$ cat src/design/swhs_pkg.sv
// Shared types and constants for the single-wire humidity sensor receiver.
`default_nettype none

package swhs_pkg;

  // Completed segments after which reception ends
  localparam logic [6:0] MAX_SEGMENTS = 7'd100;
  // First segment that carries a data bit
  localparam logic [6:0] FIRST_BIT_SEGMENT = 7'd3;
  // Mask of the first (most significant) bit of a data byte
  localparam logic [7:0] BYTE_MSB = 8'h80;
  // Number of data bytes in one reading
  localparam logic [2:0] NUM_BYTES = 3'd5;
  localparam logic [15:0] TICK_SATURATE = 16'hFFFF;

  // Configuration register indexes
  localparam logic [1:0] CFG_START_LOW    = 2'd0;
  localparam logic [1:0] CFG_RELEASE_WAIT = 2'd1;
  localparam logic [1:0] CFG_ONE_THRESH   = 2'd2;
  localparam logic [1:0] CFG_TIMEOUT      = 2'd3;

  // Configuration reset values
  localparam logic [15:0] START_LOW_RESET    = 16'd18000;
  localparam logic [9:0]  RELEASE_WAIT_RESET = 10'd40;
  localparam logic [7:0]  ONE_THRESH_RESET   = 8'd50;
  localparam logic [9:0]  TIMEOUT_RESET      = 10'd150;

  // Sequencer phases
  localparam logic [1:0] PH_IDLE  = 2'd0;
  localparam logic [1:0] PH_DRIVE = 2'd1;
  localparam logic [1:0] PH_WAIT  = 2'd2;
  localparam logic [1:0] PH_RECV  = 2'd3;

  typedef struct packed {
    logic [15:0] start_low_ticks;
    logic [9:0]  release_wait_ticks;
    logic [7:0]  one_threshold_ticks;
    logic [9:0]  timeout_ticks;
  } swhs_cfg_t;

  typedef struct packed {
    logic operation;
    logic pin_level;
  } swhs_in_t;

  typedef struct packed {
    logic       drive_low;
    logic       busy_res;
    logic       done_res;
    logic [7:0] humidity_whole;
    logic [7:0] humidity_fraction;
    logic [7:0] temperature_whole;
    logic [7:0] temperature_fraction;
    logic [7:0] check_byte;
    logic       checksum_ok;
    logic       ended_by_timeout;
    logic [6:0] segments_seen;
  } swhs_out_t;

endpackage

`default_nettype wire

$ cat src/design/swhs_cfg.sv
// Configuration register bank of the sensor receiver.
`default_nettype none

module swhs_cfg
  import swhs_pkg::*;
(
  input  wire logic        clk_i,
  input  wire logic        rst_ni,
  input  wire logic        cfg_we_i,
  input  wire logic [1:0]  cfg_idx_i,
  input  wire logic [15:0] cfg_data_i,
  output swhs_cfg_t        cfg_o
);

  swhs_cfg_t cfg_q;

  // Register writes, truncated to each register's width
  always_ff @(posedge clk_i or negedge rst_ni) begin
    if (!rst_ni) begin
      cfg_q.start_low_ticks     <= START_LOW_RESET;
      cfg_q.release_wait_ticks  <= RELEASE_WAIT_RESET;
      cfg_q.one_threshold_ticks <= ONE_THRESH_RESET;
      cfg_q.timeout_ticks       <= TIMEOUT_RESET;
    end else if (cfg_we_i) begin
      case (cfg_idx_i)
        CFG_START_LOW:    cfg_q.start_low_ticks     <= cfg_data_i;
        CFG_RELEASE_WAIT: cfg_q.release_wait_ticks  <= cfg_data_i[9:0];
        CFG_ONE_THRESH:   cfg_q.one_threshold_ticks <= cfg_data_i[7:0];
        CFG_TIMEOUT:      cfg_q.timeout_ticks       <= cfg_data_i[9:0];
        default: ;
      endcase
    end
  end

  assign cfg_o = cfg_q;

endmodule

`default_nettype wire

$ cat src/design/swhs_engine.sv
// Receive sequencer: phase, segment timer, bit packer and result formation.
`default_nettype none

module swhs_engine
  import swhs_pkg::*;
(
  input  wire logic      clk_i,
  input  wire logic      rst_ni,
  input  wire logic      step_i,
  input  wire swhs_in_t  item_i,
  input  wire swhs_cfg_t cfg_i,
  output swhs_out_t      res_o
);

  logic [1:0]  phase_q, phase_d;
  logic [15:0] tick_q, tick_d;
  logic        prev_q, prev_d;
  logic [6:0]  seg_q, seg_d;
  logic [2:0]  bit_q, bit_d;
  logic [2:0]  byte_q, byte_d;
  logic [7:0]  bytes_q [5];
  logic [7:0]  bytes_d [5];

  logic [15:0] tick_plus;
  logic [15:0] tick_sat;
  logic        done;
  logic        by_timeout;
  logic [7:0]  sum;

  // Next state for one transaction
  always_comb begin
    phase_d    = phase_q;
    tick_d     = tick_q;
    prev_d     = prev_q;
    seg_d      = seg_q;
    bit_d      = bit_q;
    byte_d     = byte_q;
    bytes_d    = bytes_q;
    done       = 1'b0;
    by_timeout = 1'b0;
    tick_plus  = tick_q + 16'd1;
    tick_sat   = (tick_q != TICK_SATURATE) ? tick_plus : tick_q;

    if (item_i.operation) begin
      // Start request: restart the whole read
      for (int i = 0; i < 5; i++) begin
        bytes_d[i] = '0;
      end
      phase_d = PH_DRIVE;
      tick_d  = '0;
      prev_d  = 1'b0;
      seg_d   = '0;
      bit_d   = '0;
      byte_d  = '0;
    end else begin
      case (phase_q)
        PH_DRIVE: begin
          tick_d = tick_plus;
          if (tick_plus >= cfg_i.start_low_ticks) begin
            phase_d = PH_WAIT;
            tick_d  = '0;
          end
        end
        PH_WAIT: begin
          tick_d = tick_plus;
          if (tick_plus > {6'd0, cfg_i.release_wait_ticks}) begin
            phase_d = PH_RECV;
            tick_d  = '0;
            prev_d  = item_i.pin_level;
          end
        end
        PH_RECV: begin
          tick_d = tick_sat;
          if (item_i.pin_level != prev_q) begin
            // Segment completed: odd segments from the fourth on carry a bit
            if (seg_q >= FIRST_BIT_SEGMENT && seg_q[0] && byte_q < NUM_BYTES) begin
              if (tick_sat > {8'd0, cfg_i.one_threshold_ticks}) begin
                bytes_d[byte_q] = bytes_q[byte_q] | (BYTE_MSB >> bit_q);
              end
              bit_d = bit_q + 3'd1;
              if (bit_q == 3'd7) begin
                byte_d = byte_q + 3'd1;
              end
            end
            seg_d  = seg_q + 7'd1;
            tick_d = '0;
            prev_d = item_i.pin_level;
            if (seg_d >= MAX_SEGMENTS) begin
              done = 1'b1;
            end
          end else if (tick_sat > {6'd0, cfg_i.timeout_ticks}) begin
            done       = 1'b1;
            by_timeout = 1'b1;
          end
          if (done) begin
            phase_d = PH_IDLE;
          end
        end
        default: ;
      endcase
    end

    sum = bytes_d[0] + bytes_d[1] + bytes_d[2] + bytes_d[3];
  end

  // Result of this transaction
  always_comb begin
    res_o.drive_low            = (phase_d == PH_DRIVE);
    res_o.busy_res             = (phase_d != PH_IDLE);
    res_o.done_res             = done;
    res_o.humidity_whole       = bytes_d[0];
    res_o.humidity_fraction    = bytes_d[1];
    res_o.temperature_whole    = bytes_d[2];
    res_o.temperature_fraction = bytes_d[3];
    res_o.check_byte           = bytes_d[4];
    res_o.checksum_ok          = done && (sum == bytes_d[4]);
    res_o.ended_by_timeout     = done && by_timeout;
    res_o.segments_seen        = seg_d;
  end

  // State registers advance once per transaction
  always_ff @(posedge clk_i or negedge rst_ni) begin
    if (!rst_ni) begin
      phase_q <= PH_IDLE;
      tick_q  <= '0;
      prev_q  <= 1'b0;
      seg_q   <= '0;
      bit_q   <= '0;
      byte_q  <= '0;
      for (int i = 0; i < 5; i++) begin
        bytes_q[i] <= '0;
      end
    end else if (step_i) begin
      phase_q <= phase_d;
      tick_q  <= tick_d;
      prev_q  <= prev_d;
      seg_q   <= seg_d;
      bit_q   <= bit_d;
      byte_q  <= byte_d;
      bytes_q <= bytes_d;
    end
  end

endmodule

`default_nettype wire

$ cat src/design/single_wire_humidity_sensor_receiver_top.sv
// Top level of the single-wire humidity sensor receiver.
//
// Input channel (in_valid_i / in_stall_o / in_data_i) carries one transaction
// per microsecond tick or start request: operation 1 starts a read, operation
// 0 is a tick with the sampled pin level. Every input transaction yields
// exactly one output transaction (out_valid_o / out_stall_i / out_data_o)
// with the line drive, busy and done flags, the five received bytes, the
// checksum verdict, the end cause and the segment count.
// The path is an input register, then the sequencer logic feeding the output
// register. Throughput is one transaction per cycle unless out_stall_i holds
// a result; the state updates per step, so back-to-back ticks see each other.
// When the consumer asserts out_stall_i with a result held, the held result
// stays put, the input register keeps its transaction, and in_stall_o rises
// only once both registers are full.
// Configuration: cfg_we_i writes cfg_data_i into register cfg_idx_i
// (0 start low ticks, 1 release wait, 2 one threshold, 3 timeout).
// Reset loads the default configuration, empties both registers, returns the
// sequencer to idle and clears the data bytes.
`default_nettype none

module single_wire_humidity_sensor_receiver_top
  import swhs_pkg::*;
(
  input  wire logic        clk_i,
  input  wire logic        rst_ni,
  input  wire logic        in_valid_i,
  output logic             in_stall_o,
  input  wire swhs_in_t    in_data_i,
  output logic             out_valid_o,
  input  wire logic        out_stall_i,
  output swhs_out_t        out_data_o,
  input  wire logic        cfg_we_i,
  input  wire logic [1:0]  cfg_idx_i,
  input  wire logic [15:0] cfg_data_i
);

  swhs_cfg_t cfg;
  swhs_out_t res;

  logic      in_valid_q;
  swhs_in_t  in_data_q;
  logic      out_valid_q;
  swhs_out_t out_data_q;
  logic      out_ready;
  logic      step;

  swhs_cfg u_cfg (
    .clk_i      (clk_i),
    .rst_ni     (rst_ni),
    .cfg_we_i   (cfg_we_i),
    .cfg_idx_i  (cfg_idx_i),
    .cfg_data_i (cfg_data_i),
    .cfg_o      (cfg)
  );

  swhs_engine u_engine (
    .clk_i  (clk_i),
    .rst_ni (rst_ni),
    .step_i (step),
    .item_i (in_data_q),
    .cfg_i  (cfg),
    .res_o  (res)
  );

  // Flow control between the two register stages
  assign out_ready  = !out_valid_q || !out_stall_i;
  assign step       = in_valid_q && out_ready;
  assign in_stall_o = in_valid_q && !out_ready;

  // Input register
  always_ff @(posedge clk_i or negedge rst_ni) begin
    if (!rst_ni) begin
      in_valid_q <= 1'b0;
    end else if (!in_stall_o) begin
      in_valid_q <= in_valid_i;
    end
  end

  always_ff @(posedge clk_i) begin
    if (!in_stall_o && in_valid_i) begin
      in_data_q <= in_data_i;
    end
  end

  // Output register
  always_ff @(posedge clk_i or negedge rst_ni) begin
    if (!rst_ni) begin
      out_valid_q <= 1'b0;
    end else if (out_ready) begin
      out_valid_q <= step;
    end
  end

  always_ff @(posedge clk_i) begin
    if (step) begin
      out_data_q <= res;
    end
  end

  assign out_valid_o = out_valid_q;
  assign out_data_o  = out_data_q;

  // Reception ending returns the sequencer to idle
  assert property (@(posedge clk_i) disable iff (!rst_ni)
    out_valid_o && out_data_o.done_res |-> !out_data_o.busy_res)
    else $error("done reported while still busy");

  // Driving the line low only happens inside a read
  assert property (@(posedge clk_i) disable iff (!rst_ni)
    out_valid_o && out_data_o.drive_low |-> out_data_o.busy_res)
    else $error("line driven low while idle");

  // End verdicts only accompany the end of reception
  assert property (@(posedge clk_i) disable iff (!rst_ni)
    out_valid_o && (out_data_o.checksum_ok || out_data_o.ended_by_timeout)
      |-> out_data_o.done_res)
    else $error("end verdict without done");

  // Input is stalled only when both register stages are occupied
  assert property (@(posedge clk_i) disable iff (!rst_ni)
    in_stall_o |-> in_valid_q && out_valid_q)
    else $error("input stalled with a free stage");

endmodule

`default_nettype wire
$ cat config.mk
export PLATFORM = sky130hd
export DESIGN_NAME = single_wire_humidity_sensor_receiver_top
export DESIGN_NICKNAME = d
export VERILOG_FILES = /design/src/design/swhs_pkg.sv /design/src/design/swhs_cfg.sv /design/src/design/swhs_engine.sv /design/src/design/single_wire_humidity_sensor_receiver_top.sv
export SDC_FILE = /design/constraint.sdc
export NUM_CORES = 1
export LEC_CHECK = 0
export BUFFER_PORTS_ARGS = -buffer_cell sky130_fd_sc_hd__buf_2
export CAP_MARGIN = 30
export CORE_ASPECT_RATIO = 2
export CORE_MARGIN = 2
export CORE_UTILIZATION = 50
export CTS_CLUSTER_SIZE = 14
export DETAILED_ROUTE_END_ITERATION = 8
export PLACE_DENSITY = 0.71
export SLEW_MARGIN = 5
export SYNTH_ARGS = -nofsm -noshare
export SYNTH_HDL_FRONTEND = slang
export SYNTH_SLANG_ARGS = --single-unit
$ cat constraint.sdc
create_clock -name clk_i -period 20.2 [get_ports clk_i]
set_clock_uncertainty 0.2 [all_clocks]
set_input_delay 1.01 -clock clk_i [delete_from_list [all_inputs] [get_ports clk_i]]
set_output_delay 1.01 -clock clk_i [all_outputs]
set_load 0.01 [all_outputs]
* After elaboration in Yosys (flattened, before gate mapping)
Index checks and enable logic that the tools add are counted.
** Cells by class
- Add/subtract/negate cells :: 7
- $lt $le $gt $ge :: 9
- Equal/unequal tests :: 13
- Shift operators :: 1
- Mux-type cells :: 48
- Bitwise gates (word level) :: 2
- Reductions and logical operators :: 29
** Operators by type and width (number)
- two-way mux 40 bit :: 5
- two-way mux 16 bit :: 5
- case mux 16 bit (3 select lines) :: 1
- bitwise mux 40 bit :: 1
- greater-than comparator 16 x 10 -> 1 bit :: 2
- two-way mux 3 bit :: 9
- adder 8 bit :: 3
- binary-select mux 8 bit (select 3 bit) :: 1
- demux 8 bit (select 3 bit) :: 1
- two-way mux 8 bit :: 3
- two-way mux 7 bit :: 3
- adder 16 x 1 -> 16 bit (second input constant) :: 1
- >= comparator 16 bit :: 1
- greater-than comparator 16 x 8 -> 1 bit :: 1
- != test 16 bit (second input constant) :: 1
- two-way mux 1 bit :: 13
- AND reduction 2 bit :: 5
- nonzero test 2 bit :: 5
- equality test 2 bit (second input constant) :: 4
- equality test 8 bit :: 1
- logical AND 1 bit :: 8
- two-way mux 2 bit :: 4
- bitwise OR 8 bit :: 1
- AND reduction 4 bit :: 2
- other kinds (21) :: 28
** Storage, ports and cells
- Bits in registers :: 172
- Output and inout bits :: 54
- Logic and storage cells :: 139

* Logic depth before layout (Yosys ltp)
- Word-level depth :: 16
- Depth in mapped cells :: 31

* Hierarchy
A second synthesis with hierarchy kept.
** Second synthesis, totals
- Cell total of the unflattened synthesis :: 1038
- Area, all modules :: 10532.6 µm²
** By module, submodules not included
- swhs_engine :: times used 1, cells an instance 882, area an instance 7144.4 µm², sequential area each 1801.7 µm²
- single_wire_humidity_sensor_receiver_top :: times used 1, cells an instance 62, area an instance 1714.1 µm², sequential area each 1671.6 µm²
- swhs_cfg :: times used 1, cells an instance 94, area an instance 1674.1 µm², sequential area each 1118.6 µm²

* Worst setup path before layout
OpenSTA, ideal clock, no wires.
- Kind :: flip-flop to flip-flop
- From :: register u_engine.tick_q[3]
- To :: register out_data_q, in the netlist out_data_o[8] (data pin)
- Data arrival time :: 6453 ps
- Setup slack :: 13291 ps
- Cell stages (with the launch flop) :: 30
- Buffers on the path :: 3
- Cells stage by stage :: dfrtp_1 nand4_2 buf_2 or4_1 buf_4 buf_1 nand2_1 nand2_1 ha_1 nor2b_1 o21ai_0 nor4bb_1 o21bai_1 o31ai_4 mux2i_1 or2_2 fa_1 fa_1 inv_1 ha_1 fa_1 a21oi_1 nor2_1 nor2_1 o21bai_1 a21oi_1 xnor2_1 xnor2_1 xnor2_1 and4_1
** RTL lines
- start: declaration :: RTL line swhs_engine.sv:16 : logic [15:0] tick_q, tick_d;
- start signal: assignment :: RTL line swhs_engine.sv:135 : tick_q <= tick_d;
- end signal: assignment :: RTL line single_wire_humidity_sensor_receiver_top.sv:96 : out_data_q <= res;
- end: declaration :: RTL line single_wire_humidity_sensor_receiver_top.sv:43 : swhs_out_t out_data_q;

==> run_results.csv <==
group,metric,value,unit
floorplanning,coreArea,20300,um^2
detailed_routing,via_per_inst,5.73,
final_layout,final_cell_mix,"143 x nand2_1, 104 x dfrtp_1, 101 x inv_1, 77 x buf_2, 69 x nor2_1",
final_layout,syn_to_final_growth,13.3,%
sta,relSlewSlack,32.6,%
sta,period_needed,7960,ps
floorplanning,start_util,50.5,%
outcome,outcome,"completed",
power,powerDensity,99.7,nW/um^2
grt,track_usage,26.2,%
placement,hpwl,20.4,mm
critical_path,end_kind,"flop",
floorplanning,fp.dieW,105,um
synthesis,ys_warn_count,0,
floorplanning,die-area,21700,um^2
critical_path,critPathArrivalTime,7960,ps
grt,grt-ovfl-total,0,
detailed_routing,drt-total-wl,27.3,mm
sta,tns,0,ps
final_layout,layout-drive-gt1-share,18.1,%
clocking,clk_pin_slew,70,ps
synthesis,yosys.area.top_type_share,25.4,%
floorplanning,io_pins,79,
critical_path,regToRegSetupSlack,12240,ps
clocking,clockRootBuffer,"clkbuf_16",
sta,setup_violations,0,
min_path,hold_depth,1,
placement,place.gp.congestion,0.988,
detailed_routing,vias,7845,
synthesis,synthArstFlopShare,68.6,%
detailed_routing,drc,0,
clocking,cts.sinks,172,
detailed_routing,drt-initial-drc-count,414,
clocking,cts_resized,0,
power,power.total,1160,uW
critical_path,cp-endpoint,"out_data_o[8]",
detailed_routing,firstDrtPassIters,7,
synthesis,yosysUniqueCellTypes,74,
detailed_routing,postRouteAntennaNets,0,
synthesis,synth_nets,1125,
critical_path,crit_path_start,"u_engine.tick_q[0]",
synthesis,synth_flop_cell,"dfrtp_1",
clocking,post_cts_buffers,0,
sta,fmax,126,MHz
sta,tightest_slew,1000,ps
detailed_routing,avgRoutedWirePerCell,20.0,um
final_layout,mostFrequentLayoutCell,"nand2_1",
placement,dp_slack,12410,ps
synthesis,ys_top_cells_by_area,"dfrtp_1 25%, edfxtp_1 16%, ha_1 7.4%, nand2_1 5.3%, inv_1 3.7%",
critical_path,ff2ff_path_depth,27,
synthesis,yosysSeqAreaShare,44.8,%
floorplanning,rows,74,
power,p_leak,0.00540,uW
power,irDropWorstVdd,0.0000595,V
sta,maxSlewViolCount,0,
grt,grt_pass1_vias,7961,
sta,rsz0062_at_grt,"no",
run,drv_cap,0,
grt,grt_max_degree,82,
critical_path,critPathRequiredTime,20200,ps
grt,antenna_found_initial,0,
floorplanning,die_y,206,um
clocking,cts_made_buffers,17,
critical_path,r2r_end,"out_data_o[8]",
clocking,clk_path_buf_depth,2,
sta,setup_slack,12240,ps
synthesis,synth-edff-count,54,
min_path,hold_class,"flop to flop",
sta,period_share,39.4,%
clocking,cts_hold_buf,0,
clocking,cts_tree,"built",
synthesis,syn_area,10200,um^2
critical_path,start_kind,"flop",
clocking,htreeDepth,4,
synthesis,avgSynthCellArea,9.99,um^2
synthesis,synth_top_area_cell,"dfrtp_1",
placement,port_buffers,78,
synthesis,synth_seq_cells,172,
critical_path,r2r_start,"u_engine.tick_q[0]",
clocking,clkLatencyLatePin,450,ps
critical_path,critPathKind,"flop to flop",
final_layout,diodes,0,
sta,hold_violations,0,
final_layout,nets,1189,
synthesis,syn_inst,1025,
grt,grt_pass1_wl,42.3,mm
critical_path,worstPathMaxFanout,19,
-- registers in the layout, indices dropped and copies added, names as in the netlist --
name              cells
out_data_o           52
u_cfg.cfg_o          44
u_engine.bytes_q     40
u_engine.tick_q      16
u_engine.seg_q        7
u_engine.bit_q        3
u_engine.byte_q       3
in_data_q             2
u_engine.phase_q      2
in_valid_q            1
out_valid_o           1
u_engine.prev_q       1
-- stage by stage --
stage	cell area (um^2)	std cells	hold slack [ps]	util (%)
finish	11600	1368	307	57.2
global route	11600	1368	324	57.2
CTS	11600	1367	307	57.1
detailed placement	10900	1335	293	53.6
global placement	10900	1334	281	53.6
floorplan	10200	1025	257	-
-- cells in the mapped netlist (all sizes together) (11+ instances only) --
| cell | instances |
|---|---|
| a21o | 12 |
| a21oi | 31 |
| a32o | 11 |
| clkbuf | 34 |
| dfrtp | 104 |
| dfstp | 14 |
| edfxtp | 54 |
| fa | 14 |
| ha | 61 |
| inv | 102 |
| mux2 | 34 |
| mux2i | 30 |
| nand2 | 144 |
| nand3 | 20 |
| nand4 | 15 |
| nor2 | 69 |
| nor3 | 19 |
| o21ai | 75 |
| xnor2 | 22 |
| xor2 | 19 |
-- layout make-up --
cell class,count,area [um^2]
Clock buffer,21,460
Clock inverter,11,238
Fill cell,1809,8670
Inverter,103,387
Multi-Input combinational cell,706,5100
Sequential cell,172,4590
Tap cell,266,333
Timing Repair Buffer,89,495
-- logic make-up (layout without fill, tap and decap cells) --
kind of cell             count (synthesis)  in the layout  share of synthesized area (%)
flip-flops                             172            172                           44.8
multiplexers                            68             68                           7.55
AO/OA/AOI/OAI                          196            196                           13.1
buffers and inverters                  147            224                           5.50
adder cells (fa/ha/maj)                 75             75                           10.2
XOR/XNOR                                42             42                           3.72
AND/OR/NAND/NOR                        325            325                           15.1
-- power by group --
part           total, uW  switching (uW)  internal, uW
combinational        327             201           126
sequential           441            38.2           403
clock                389             138           251
total               1160             378           779
-- per-layer routing --
layer  share of wire (%)  up-vias  global-route usage (%)
met5                   0        -                       0
met4                 9.0        0                    22.5
met3                 3.5      114                    4.92
met2                  55      237                    48.9
met1                  32     3792                    23.8
li1                    -     3702                       -
-- how the worst min path moves through the flow --
stage,startpoint,to,slack (ps)
final,u_cfg.cfg_o[25],u_cfg.cfg_o[25],310
after global routing,u_cfg.cfg_o[26],u_cfg.cfg_o[26],320
after CTS,u_cfg.cfg_o[25],u_cfg.cfg_o[25],310
after detailed placement,u_engine.bytes_q[14],u_engine.bytes_q[14],290
after global placement,u_engine.bytes_q[22],u_engine.bytes_q[22],280
after floorplan,in_valid_q,out_valid_o,260
-- critical path, cell delays in order, from the launching register on --
cell and delay, ps:
dfrtp_1 540, ha_1 310, nand3_2 220, or4_1 860, nand2_1 190, nand2_1 120
ha_1 300, nor2b_1 130, o21ai_0 160, nor4bb_1 430, o21bai_1 240, o31ai_4 560
mux2i_1 140, or2_2 330, fa_1 520, fa_1 520, inv_1 40, ha_1 210
fa_1 410, a21oi_1 160, nor2_1 50, nor2_1 170, o21bai_1 90, a21oi_1 170
xnor2_1 110, xnor2_1 160, xnor2_1 150, and4_1 190
Power figures use the tool's default switching activity.
